<file path="src/rtl/core/k_of_n_combination_enumerator_unit_macros.svh">
// assertion macros for the k-of-n combination enumerator
// used by the top level only, no other dependencies
`ifndef K_OF_N_COMBINATION_ENUMERATOR_UNIT_MACROS_SVH
`define K_OF_N_COMBINATION_ENUMERATOR_UNIT_MACROS_SVH

// consequent must hold in the same cycle as the antecedent
`define KOCEN_ASSERT_SAME(label, clk, rst_n, ante, cons) \
	label: assert property (@(posedge clk) disable iff (!rst_n) (ante) |-> (cons)) \
		else $error("same-cycle check failed");

// consequent must hold in the cycle after the antecedent
`define KOCEN_ASSERT_NEXT(label, clk, rst_n, ante, cons) \
	label: assert property (@(posedge clk) disable iff (!rst_n) (ante) |=> (cons)) \
		else $error("next-cycle check failed");

`endif

</file>
<file path="src/rtl/core/kocen_pkg.sv">
// shared types, codes and the microcode table of the combination enumerator
// no dependencies
package kocen_pkg;

	localparam int CMD_W             = 2;
	localparam int IDX_W             = 5;
	localparam int POS_W             = 5;
	localparam int CFG_W             = 6;
	localparam int CFG_IDX_W         = 1;
	localparam int PC_W              = 3;
	localparam int DEF_MAX_ELEMENTS  = 32;
	localparam int DEF_ELEMENT_WIDTH = 8;

	localparam logic [CFG_W-1:0] SET_SIZE_RST     = 6'd5;
	localparam logic [CFG_W-1:0] CHOOSE_COUNT_RST = 6'd3;

	typedef enum logic [CMD_W-1:0] {
		CMD_LOAD    = 2'd0,
		CMD_RESTART = 2'd1,
		CMD_EMIT    = 2'd2
	} cmd_t;

	typedef enum logic [CFG_IDX_W-1:0] {
		REG_SET_SIZE     = 1'b0,
		REG_CHOOSE_COUNT = 1'b1
	} cfg_reg_t;

	// datapath operation selected by the current step
	typedef enum logic [2:0] {
		U_NOP,
		U_IDLE,
		U_INIT,
		U_SCAN,
		U_ADV,
		U_EXH,
		U_EMPTY
	} uop_t;

	// jump condition of a step
	typedef enum logic [2:0] {
		C_ALWAYS,
		C_EMIT_ACC,
		C_DONE,
		C_K_ZERO,
		C_SCAN_END,
		C_OUT_FREE
	} cond_t;

	// what the step counter does when the jump is not taken
	typedef enum logic {
		SQ_HOLD,
		SQ_NEXT
	} seq_t;

	typedef struct packed {
		uop_t            uop;
		cond_t           cond;
		seq_t            els;
		logic [PC_W-1:0] target;
	} uword_t;

	typedef struct packed {
		logic emit_acc;
		logic done;
		logic k_zero;
		logic scan_end;
		logic out_free;
	} status_t;

	localparam logic [PC_W-1:0] PC_IDLE      = 3'd0;
	localparam logic [PC_W-1:0] PC_INIT      = 3'd1;
	localparam logic [PC_W-1:0] PC_CHK_EMPTY = 3'd2;
	localparam logic [PC_W-1:0] PC_SCAN      = 3'd3;
	localparam logic [PC_W-1:0] PC_ADV       = 3'd4;
	localparam logic [PC_W-1:0] PC_EXH       = 3'd5;
	localparam logic [PC_W-1:0] PC_EMPTY     = 3'd6;

	function automatic uword_t ucode_rom(logic [PC_W-1:0] pc);
		uword_t w;
		case (pc)
			PC_IDLE:      w = '{U_IDLE,  C_EMIT_ACC, SQ_HOLD, PC_INIT};
			PC_INIT:      w = '{U_INIT,  C_DONE,     SQ_NEXT, PC_EXH};
			PC_CHK_EMPTY: w = '{U_NOP,   C_K_ZERO,   SQ_NEXT, PC_EMPTY};
			PC_SCAN:      w = '{U_SCAN,  C_SCAN_END, SQ_HOLD, PC_ADV};
			PC_ADV:       w = '{U_ADV,   C_ALWAYS,   SQ_HOLD, PC_IDLE};
			PC_EXH:       w = '{U_EXH,   C_OUT_FREE, SQ_HOLD, PC_IDLE};
			PC_EMPTY:     w = '{U_EMPTY, C_OUT_FREE, SQ_HOLD, PC_ADV};
			default:      w = '{U_NOP,   C_ALWAYS,   SQ_HOLD, PC_IDLE};
		endcase
		return w;
	endfunction

endpackage

</file>
<file path="src/rtl/core/kocen_ram.sv">
// generic single-write, single-read ram with registered read data
// no dependencies
module kocen_ram #(
	parameter int WIDTH = 8,
	parameter int DEPTH = 32
) (
	input  logic                     clk,
	input  logic                     wr_en,
	input  logic [$clog2(DEPTH)-1:0] wr_addr,
	input  logic [WIDTH-1:0]         wr_data,
	input  logic                     rd_en,
	input  logic [$clog2(DEPTH)-1:0] rd_addr,
	output logic [WIDTH-1:0]         rd_data
);

	logic [WIDTH-1:0] mem_q [DEPTH];

	always_ff @(posedge clk) begin
		if (wr_en) begin
			mem_q[wr_addr] <= wr_data;
		end
		if (rd_en) begin
			rd_data <= mem_q[rd_addr];
		end
	end

endmodule

</file>
<file path="src/rtl/core/kocen_seq.sv">
// microcode sequencer: step counter, control table lookup, conditional jumps
// depends on kocen_pkg
module kocen_seq import kocen_pkg::*; (
	input  logic    clk,
	input  logic    arst_n,
	input  status_t status,
	output uop_t    uop
);

	logic [PC_W-1:0] pc_q;
	uword_t          word;
	logic            take;

	assign word = ucode_rom(pc_q);
	assign uop  = word.uop;

	always_comb begin
		case (word.cond)
			C_ALWAYS:   take = 1'b1;
			C_EMIT_ACC: take = status.emit_acc;
			C_DONE:     take = status.done;
			C_K_ZERO:   take = status.k_zero;
			C_SCAN_END: take = status.scan_end;
			C_OUT_FREE: take = status.out_free;
			default:    take = 1'b0;
		endcase
	end

	always_ff @(posedge clk or negedge arst_n) begin
		if (!arst_n) begin
			pc_q <= PC_IDLE;
		end else if (take) begin
			pc_q <= word.target;
		end else if (word.els == SQ_NEXT) begin
			pc_q <= pc_q + 1'b1;
		end
	end

endmodule

</file>
<file path="src/rtl/core/kocen_dp.sv">
// datapath: config registers, selection mask, scan counters, element store, output word
// depends on kocen_pkg and kocen_ram
module kocen_dp import kocen_pkg::*; #(
	parameter int MAX_ELEMENTS  = DEF_MAX_ELEMENTS,
	parameter int ELEMENT_WIDTH = DEF_ELEMENT_WIDTH
) (
	input  logic                     clk,
	input  logic                     arst_n,
	input  uop_t                     uop,
	output status_t                  status,
	input  logic                     in_valid,
	output logic                     in_ready,
	input  logic [CMD_W-1:0]         command,
	input  logic [ELEMENT_WIDTH-1:0] element_value,
	input  logic [IDX_W-1:0]         element_index,
	input  logic                     cfg_valid,
	output logic                     cfg_ready,
	input  logic [CFG_IDX_W-1:0]     cfg_index,
	input  logic [CFG_W-1:0]         cfg_data,
	output logic                     out_valid,
	input  logic                     out_ready,
	output logic [ELEMENT_WIDTH-1:0] element_value_res,
	output logic [POS_W-1:0]         element_position,
	output logic                     last,
	output logic                     empty_combination,
	output logic                     exhausted
);

	localparam int CNT_W = $clog2(MAX_ELEMENTS + 1);
	localparam int AW    = $clog2(MAX_ELEMENTS);
	localparam int NW    = (CNT_W > CFG_W) ? CNT_W : CFG_W;

	function automatic logic [MAX_ELEMENTS-1:0] low_ones(logic [CNT_W-1:0] cnt);
		return ~({MAX_ELEMENTS{1'b1}} << cnt);
	endfunction

	function automatic logic [CNT_W-1:0] eff_n(logic [CFG_W-1:0] sz);
		logic [NW-1:0] s;
		s = NW'(sz);
		return (s > NW'(MAX_ELEMENTS)) ? CNT_W'(MAX_ELEMENTS) : CNT_W'(s);
	endfunction

	function automatic logic [CNT_W-1:0] eff_k(logic [CFG_W-1:0] sz, logic [CFG_W-1:0] ck);
		logic [CNT_W-1:0] n;
		logic [NW-1:0]    c;
		n = eff_n(sz);
		c = NW'(ck);
		return (c > NW'(n)) ? n : CNT_W'(c);
	endfunction

	localparam logic [MAX_ELEMENTS-1:0] MASK_RST =
		low_ones(eff_k(SET_SIZE_RST, CHOOSE_COUNT_RST));

	logic [CFG_W-1:0]         set_size_q, choose_count_q;
	logic [CFG_W-1:0]         set_size_nx, choose_count_nx;
	logic [MAX_ELEMENTS-1:0]  mask_q;
	logic                     done_q;
	logic [CNT_W-1:0]         i_q, ones_q, rem_q, found_pos_q, found_ones_q;
	logic                     found_q;
	logic                     out_valid_q;
	logic [POS_W-1:0]         out_pos_q;
	logic                     out_last_q, out_empty_q, out_exh_q, out_zero_q;

	logic [CNT_W-1:0]         n_eff, k_eff, i_inc, fp_inc;
	logic [MAX_ELEMENTS-1:0]  shifted, restart_mask, adv_mask;
	logic                     here, above, pair;
	logic                     out_free, in_acc, cfg_acc, restart;
	logic                     scan_live, scan_emit, scan_step;
	logic                     wr_en;
	logic [ELEMENT_WIDTH-1:0] rd_data;

	assign n_eff    = eff_n(set_size_q);
	assign k_eff    = eff_k(set_size_q, choose_count_q);
	assign out_free = !out_valid_q || out_ready;

	assign in_ready  = (uop == U_IDLE);
	assign cfg_ready = (uop == U_IDLE) && !in_valid;
	assign in_acc    = in_valid && in_ready;
	assign cfg_acc   = cfg_valid && cfg_ready;
	assign restart   = cfg_acc || (in_acc && (command == CMD_RESTART));

	always_comb begin
		set_size_nx     = set_size_q;
		choose_count_nx = choose_count_q;
		if (cfg_acc) begin
			case (cfg_index)
				REG_SET_SIZE:     set_size_nx     = cfg_data;
				REG_CHOOSE_COUNT: choose_count_nx = cfg_data;
				default: ;
			endcase
		end
	end

	// a config write restarts with the sizes it has just written
	assign restart_mask = low_ones(eff_k(set_size_nx, choose_count_nx));

	// one mask position per scan step
	assign shifted   = mask_q >> i_q;
	assign here      = shifted[0];
	assign above     = shifted[1];
	assign i_inc     = i_q + 1'b1;
	assign pair      = here && !above && (i_inc != n_eff);
	assign scan_live = (uop == U_SCAN) && (i_q != n_eff);
	assign scan_emit = scan_live && here && out_free;
	assign scan_step = scan_live && (!here || out_free);

	// swap the found 10 pair and pack the lower ones down to bit 0
	assign fp_inc   = found_pos_q + 1'b1;
	assign adv_mask = (mask_q & ~low_ones(fp_inc))
		| ({{(MAX_ELEMENTS-1){1'b0}}, 1'b1} << fp_inc)
		| low_ones(found_ones_q);

	assign wr_en = in_acc && (command == CMD_LOAD) && (32'(element_index) < MAX_ELEMENTS);

	kocen_ram #(
		.WIDTH (ELEMENT_WIDTH),
		.DEPTH (MAX_ELEMENTS)
	) u_store (
		.clk     (clk),
		.wr_en   (wr_en),
		.wr_addr (AW'(element_index)),
		.wr_data (element_value),
		.rd_en   (scan_emit),
		.rd_addr (i_q[AW-1:0]),
		.rd_data (rd_data)
	);

	assign status.emit_acc = in_acc && (command == CMD_EMIT);
	assign status.done     = done_q;
	assign status.k_zero   = (k_eff == '0);
	assign status.scan_end = (i_q == n_eff);
	assign status.out_free = out_free;

	always_ff @(posedge clk or negedge arst_n) begin
		if (!arst_n) begin
			set_size_q     <= SET_SIZE_RST;
			choose_count_q <= CHOOSE_COUNT_RST;
			mask_q         <= MASK_RST;
			done_q         <= 1'b0;
			out_valid_q    <= 1'b0;
			i_q            <= '0;
			ones_q         <= '0;
			rem_q          <= '0;
			found_q        <= 1'b0;
			found_pos_q    <= '0;
			found_ones_q   <= '0;
		end else begin
			set_size_q     <= set_size_nx;
			choose_count_q <= choose_count_nx;
			if (restart) begin
				mask_q <= restart_mask;
				done_q <= 1'b0;
			end
			if (out_ready) begin
				out_valid_q <= 1'b0;
			end
			case (uop)
				U_INIT: begin
					i_q     <= '0;
					ones_q  <= '0;
					rem_q   <= k_eff;
					found_q <= 1'b0;
				end
				U_SCAN: begin
					if (scan_step) begin
						i_q <= i_inc;
						if (here) begin
							rem_q       <= rem_q - 1'b1;
							out_valid_q <= 1'b1;
						end
						if (!found_q) begin
							if (pair) begin
								found_q      <= 1'b1;
								found_pos_q  <= i_q;
								found_ones_q <= ones_q;
							end else if (here) begin
								ones_q <= ones_q + 1'b1;
							end
						end
					end
				end
				U_ADV: begin
					if (found_q) begin
						mask_q <= adv_mask;
					end else begin
						done_q <= 1'b1;
					end
				end
				U_EXH, U_EMPTY: begin
					if (out_free) begin
						out_valid_q <= 1'b1;
					end
				end
				default: ;
			endcase
		end
	end

	// output word fields, the value itself sits in the store's read register
	always_ff @(posedge clk) begin
		if (scan_emit) begin
			out_pos_q   <= POS_W'(i_q);
			out_last_q  <= (rem_q == CNT_W'(1));
			out_empty_q <= 1'b0;
			out_exh_q   <= 1'b0;
			out_zero_q  <= 1'b0;
		end else if ((uop == U_EXH) && out_free) begin
			out_pos_q   <= '0;
			out_last_q  <= 1'b1;
			out_empty_q <= 1'b0;
			out_exh_q   <= 1'b1;
			out_zero_q  <= 1'b1;
		end else if ((uop == U_EMPTY) && out_free) begin
			out_pos_q   <= '0;
			out_last_q  <= 1'b1;
			out_empty_q <= 1'b1;
			out_exh_q   <= 1'b0;
			out_zero_q  <= 1'b1;
		end
	end

	assign out_valid         = out_valid_q;
	assign element_value_res = out_zero_q ? '0 : rd_data;
	assign element_position  = out_pos_q;
	assign last              = out_last_q;
	assign empty_combination = out_empty_q;
	assign exhausted         = out_exh_q;

endmodule

</file>
<file path="src/rtl/core/k_of_n_combination_enumerator_unit.sv">
// top level of the k-of-n combination enumerator: sequencer plus datapath
// depends on kocen_pkg, kocen_seq, kocen_dp and the assertion macro header
//
// Input channel (in_valid/in_ready) takes one command word: load an element into
// the store, restart the enumeration, or emit the current combination and advance.
// Config channel (cfg_valid/cfg_ready) writes set_size (index 0) or choose_count
// (index 1); each write also restarts the enumeration. Config is taken only while
// the block is idle and no input word is offered.
// Load and restart are done as the word is accepted. An emit word, for n elements
// in use, holds the input through the accepting cycle, one init step, one check
// step, one scan step per mask position plus a closing one (the mask is walked one
// bit a cycle unless a selected bit waits for the output, reading the element
// store through its single read port), then one step to advance the mask. Each
// selected element appears on the output in the cycle after its scan step; an
// exhausted result runs an exhausted step after init, an empty one an empty step.
// The output word is held in a register: a stalled receiver freezes the scan at
// the next selected element, and the next input word is accepted while the last
// result still waits. At reset n = 5 and k = 3, the mask holds the lowest three
// positions and the element store is undefined until loaded; no clearing pass.
`include "k_of_n_combination_enumerator_unit_macros.svh"

module k_of_n_combination_enumerator_unit import kocen_pkg::*; #(
	parameter int MAX_ELEMENTS  = DEF_MAX_ELEMENTS,
	parameter int ELEMENT_WIDTH = DEF_ELEMENT_WIDTH
) (
	input  logic                     clk,
	input  logic                     arst_n,
	input  logic                     in_valid,
	output logic                     in_ready,
	input  logic [CMD_W-1:0]         command,
	input  logic [ELEMENT_WIDTH-1:0] element_value,
	input  logic [IDX_W-1:0]         element_index,
	input  logic                     cfg_valid,
	output logic                     cfg_ready,
	input  logic [CFG_IDX_W-1:0]     cfg_index,
	input  logic [CFG_W-1:0]         cfg_data,
	output logic                     out_valid,
	input  logic                     out_ready,
	output logic [ELEMENT_WIDTH-1:0] element_value_res,
	output logic [POS_W-1:0]         element_position,
	output logic                     last,
	output logic                     empty_combination,
	output logic                     exhausted
);

	uop_t    uop;
	status_t status;

	kocen_seq u_seq (
		.clk    (clk),
		.arst_n (arst_n),
		.status (status),
		.uop    (uop)
	);

	kocen_dp #(
		.MAX_ELEMENTS  (MAX_ELEMENTS),
		.ELEMENT_WIDTH (ELEMENT_WIDTH)
	) u_dp (
		.clk               (clk),
		.arst_n            (arst_n),
		.uop               (uop),
		.status            (status),
		.in_valid          (in_valid),
		.in_ready          (in_ready),
		.command           (command),
		.element_value     (element_value),
		.element_index     (element_index),
		.cfg_valid         (cfg_valid),
		.cfg_ready         (cfg_ready),
		.cfg_index         (cfg_index),
		.cfg_data          (cfg_data),
		.out_valid         (out_valid),
		.out_ready         (out_ready),
		.element_value_res (element_value_res),
		.element_position  (element_position),
		.last              (last),
		.empty_combination (empty_combination),
		.exhausted         (exhausted)
	);

	// an emit word holds off further input until its program has run
	`KOCEN_ASSERT_NEXT(a_emit_blocks_input, clk, arst_n, in_valid && in_ready && (command == CMD_EMIT), !in_ready)
	// a finished scan always goes on to the mask advance
	`KOCEN_ASSERT_NEXT(a_scan_end_advances, clk, arst_n, (uop == U_SCAN) && status.scan_end, uop == U_ADV)
	// marker results carry no element and close the word
	`KOCEN_ASSERT_SAME(a_marker_word_clear, clk, arst_n, out_valid && (exhausted || empty_combination), last && (element_value_res == '0) && (element_position == '0))

endmodule
</file>
<file path="config.mk">
export PLATFORM = sky130hd
export DESIGN_NAME = k_of_n_combination_enumerator_unit
export DESIGN_NICKNAME = d
export VERILOG_FILES = /design/src/rtl/core/kocen_pkg.sv /design/src/rtl/core/kocen_ram.sv /design/src/rtl/core/kocen_seq.sv /design/src/rtl/core/kocen_dp.sv /design/src/rtl/core/k_of_n_combination_enumerator_unit.sv
export VERILOG_INCLUDE_DIRS = /design/src /design/src/rtl/core
export SDC_FILE = /design/constraint.sdc
export NUM_CORES = 1
export LEC_CHECK = 0
export BUFFER_PORTS_ARGS = -buffer_cell sky130_fd_sc_hd__buf_2
export CELL_PAD_IN_SITES_DETAIL_PLACEMENT = 2
export CELL_PAD_IN_SITES_GLOBAL_PLACEMENT = 2
export CORE_ASPECT_RATIO = 0.8
export CORE_MARGIN = 4
export CORE_UTILIZATION = 42
export DETAILED_ROUTE_END_ITERATION = 12
export GPL_TIMING_DRIVEN = 0
export PLACE_DENSITY = 0.79
export REMOVE_ABC_BUFFERS = 1
export SLEW_MARGIN = 20
export SYNTH_ARGS = -nofsm -noshare
export SYNTH_HDL_FRONTEND = slang
export SYNTH_HIERARCHICAL = 1
export SYNTH_SLANG_ARGS = --single-unit
</file>
<file path="constraint.sdc">
create_clock -name clk -period 13.8 [get_ports clk]
set_input_delay 1.38 -clock clk [delete_from_list [all_inputs] [get_ports clk]]
set_output_delay 1.38 -clock clk [all_outputs]
set_load 0.005 [all_outputs]
</file>
==> key figures <==
Drt
  – DRC viols: 0
  – Vias per cell: 6.618
  – First DRT Iteration DRCs: 1381
  – Wirelength, routed: 63330 µm
  – Routed vias: 12680
  – Routed Antenna Nets: 0
  – WL/cell: 33.05 µm
  – Detailed Routing Iterations Pass 1: 5

Timing
  – Final Max Slew Viols: 0
  – Max Freq: 136.6 MHz
  – Final hold vios: 0
  – Final worst setup slack: 6.482 ns
  – Final critical-path share of the clock period: 53.03%
  – Final min period: 7.318 ns
  – Max transition margin: 19.72%
  – Setup TNS: 0 ns
  – Final Skew: 0.02353 ns
  – Final number of setup-violating endpoints: 0
  – RSZ-0062 raised after global routing: false
  – Worst-Margin Slew: 1.200 ns

Synthesis
  – Async set-or-reset flop fraction in the synthesized netlist: 22.66%
  – Mean Syn Cell Area: 13.43 µm²
  – Yosys warns: 6
  – Yosys reg bits: 353
  – Simple-Gate Fraction of Synth Area: 10.52%
  – Area fraction in compound gates after synthesis: 10.14%
  – Distinct cells, synth: 86
  – Multiplexer area fraction after synthesis: 16.08%
  – Main combinational cell family by area after synthesis: multiplexers
  – Xor/xnor share of the synthesized area: 1.188%
  – Adder-Cell Fraction of Synth Area: 1.898%
  – Synth Instances: 1325
  – Synth Cell Area: 17800 µm²
  – Sequential share of the synthesized area: 57.19%
  – Commonest register cell after synthesis: edfxtp_1
  – Post-synth EDFFs: 270

Setup path
  – Setup Crit Path Kind: register to register
  – Setup crit start kind: register
  – Worst Setup End Kind: register
  – CP max FO: 31
  – Worst EP arrival: 7.78 ns
  – Reg2Reg Depth: 16
  – Crit path required time: 14.26 ns

Placement
  – DP Worst Slack: 6.739 ns
  – Detailed placer's ending HPWL: 41810 µm
  – Port Buffer Count: 45
  – GPL Wtd Cong: 0.8540

CTS
  – TritonCTS Buffers: 39
  – CTS clock-pin slew for the worst setup and hold paths: 0.07 ns
  – Sink Count: 353
  – CTS Buffer Depth: 3
  – H-tree depth: 2
  – Setup Fix Bufs, Post-CTS: 0
  – Root Driver: clkbuf_16
  – Clock Latency Late Sink: 0.57 ns
  – PostCTS Resize Cnt: 0
  – CTS tree: yes
  – CTS Hold Bufs: 0

Floorplanning
  – Core ar.: 41920 µm²
  – Die area: 45750 µm²
  – Initial Util: 42.46%
  – Horiz. Die Dim: 238.1 µm
  – Row cnt: 67
  – I/O pins: 46
  – Die Height: 192.1 µm

Power
  – Worst vdd ir: 0.1005 mV
  – Pwr dens: 246.1 nW/µm²
  – P_leak: 6.835 nW
  – Switch Pwr: 0.002131 W
  – Power Internal: 0.002753 W
  – Power Total: 0.004884 W
  – Gate power share: 44.7%
  – Share of power burned in registers: 32.7%
  – Clock share of power: 22.5%
  – Sw Share: 43.64%

Layout
  – Share of cells above drive strength 1: 20.45%
  – Layout Utilization: 47.36%
  – Final nets: 1387
  – Area growth syn-to-layout: 11.54%
  – Fill cells: 3995
  – Ant. Diodes: 0

Global route
  – Global-route wire length before repair: 93270 µm
  – Initial antenna violation count: 6
  – Total Routing Usage GR: 27.40%
  – Grt total ovfl: 0
  – Largest net degree at the start of global routing: 70
  – Vias in the first global route: 13350

Flow run
  – Max-capacitance violation count: 0

Hold path
  – Hold Path Class: register to register
  – Cells on Worst Hold Path: 2

Status
  – Status: finished clean
layer usage:
metal | wire [µm] | track usage [%]
met5 | 56 | 0
met4 | 1903 | 8.659
met3 | 4693 | 5.240
met2 | 30090 | 43.88
met1 | 26590 | 38.14
cell usage after synthesis, types with 6 or more instances:
library cell,number,area (µm²)
inv_1,29,108.9
nand3b_1,8,60.06
mux4_2,85,1914
xnor2_1,13,113.9
nand2_1,92,345.3
o21a_1,7,52.55
buf_1,8,30.03
a21oi_1,44,220.2
nor3_1,27,135.1
and3_1,10,62.56
mux2_4,8,120.1
mux2_2,27,304.0
nor2b_1,34,212.7
ha_1,27,337.8
buf_4,11,82.58
a21o_1,6,45.04
o31ai_1,7,52.55
or3_1,9,56.30
a31o_2,10,87.58
and2_1,8,50.05
buf_2,9,45.04
nor2_1,116,435.4
nand3_1,23,115.1
dfstp_2,7,183.9
a221oi_1,18,157.7
dfrtp_1,73,1827
xor2_1,6,52.55
nand4_1,12,75.07
a31oi_1,25,156.4
edfxtp_1,270,8108
a22oi_1,12,90.09
o211ai_1,14,105.1
o21ai_0,52,260.3
nand2b_1,10,62.56
a22o_1,7,61.31
a211oi_1,12,90.09
clkbuf_1,52,195.2
mux2i_1,47,470.5
cell usage in the layout, fill, tap and decap left out, types with 23 or more instances in the layout:
cell / n
dfrtp_1: 68
mux2i_1: 47
clkbuf_16: 40
edfxtp_1: 270
nor2b_1: 33
a21oi_1: 44
inv_1: 29
nor2_1: 112
o21ai_0: 52
a31oi_1: 25
nor3_1: 26
mux2_2: 27
ha_1: 27
buf_2: 44
mux4_2: 85
nand3_1: 23
nand2_1: 92
cells by family after synthesis:
| logic type | Yosys count |
|---|---|
| multiplexers | 169 |
| buffers and inverters | 115 |
| adder cells (fa/ha/maj) | 27 |
| XOR/XNOR | 21 |
| AO/OA/AOI/OAI | 261 |
| AND/OR/NAND/NOR | 379 |
| flip-flops | 353 |
cell type report:
cell class	count	area, µm²	share of cell area (%)
inverters	30	112.6	0.5673
multi-input cells	857	7132	35.93
repair buffers	52	404.1	2.036
well taps	552	690.7	3.479
clock inverters	19	239.0	1.204
clock buffers	53	1080	5.440
flip-flops and latches	353	10190	51.35
registers in the layout, summed over array words and instances, names as in the netlist:
name,flops
u_dp/u_store/mem_q,256
u_dp/done_q,1
u_dp/mask_q,32
u_dp/element_position,5
u_dp/exhausted,1
u_dp/empty_combination,1
u_dp/last,1
u_dp/choose_count_q,6
u_dp/out_zero_q,1
u_dp/found_pos_q,6
u_dp/out_valid,1
u_dp/found_ones_q,6
u_dp/set_size_q,6
u_dp/ones_q,6
u_dp/found_q,1
u_dp/i_q,6
u_dp/u_store/rd_data,8
u_dp/rem_q,6
u_seq/pc_q,3
worst max-delay path, cell delays in order (launching register included):
cell	delay [ns]
dfrtp_1	0.47
inv_1	0.14
ha_1	0.37
mux2_2	0.29
or2_2	0.54
nor4b_4	0.68
nand2_2	0.62
mux2i_1	0.62
inv_1	0.21
ha_1	0.38
nand4_1	0.15
nor2_1	0.07
a21oi_1	0.69
a21oi_1	0.16
a211oi_1	0.87
o311ai_0	0.60
a31oi_1	0.32
power groups by stage:
stage / Combinational, W / Clock (W) / Sequential [W]
after floorplan: 0.00138 / 0 / 0.00151
after global placement: 0.00191 / 0 / 0.00166
after detailed placement: 0.00208 / 0 / 0.00160
after CTS: 0.00213 / 0.00112 / 0.00159
after global routing: 0.00233 / 0.00116 / 0.00161
final: 0.00219 / 0.00110 / 0.00160
through the flow:
step / instances / instance area, µm² / hold slack, ns
after floorplan: 1240 / 17380 / 0.4765
after global placement: 1837 / 18300 / 0.4758
after detailed placement: 1844 / 18510 / 0.5032
after CTS: 1916 / 19830 / 0.5126
after global routing: 1916 / 19850 / 0.5409
final: 1916 / 19850 / 0.5045
path summary, 6_finish.rpt:
check,from,slack (ns),endpoint
setup reg to reg,u_seq/pc_q[1]$_DFFE_PN0P_,6.48,u_dp/mask_q[19]$_DFF_PN0_
max in group asynchronous,arst_n,12.50,u_dp/mask_q[22]$_DFF_PN0_
hold reg to reg,u_dp/empty_combination$_SDFFE_PP0P_,0.50,u_dp/empty_combination$_SDFFE_PP0P_
setup / recovery,u_seq/pc_q[1]$_DFFE_PN0P_,6.48,u_dp/mask_q[19]$_DFF_PN0_
hold / removal,u_dp/empty_combination$_SDFFE_PP0P_,0.50,u_dp/empty_combination$_SDFFE_PP0P_
min in group asynchronous,arst_n,0.63,u_dp/rem_q[4]$_DFFE_PN0P_
Power figures use the tool's default switching activity.
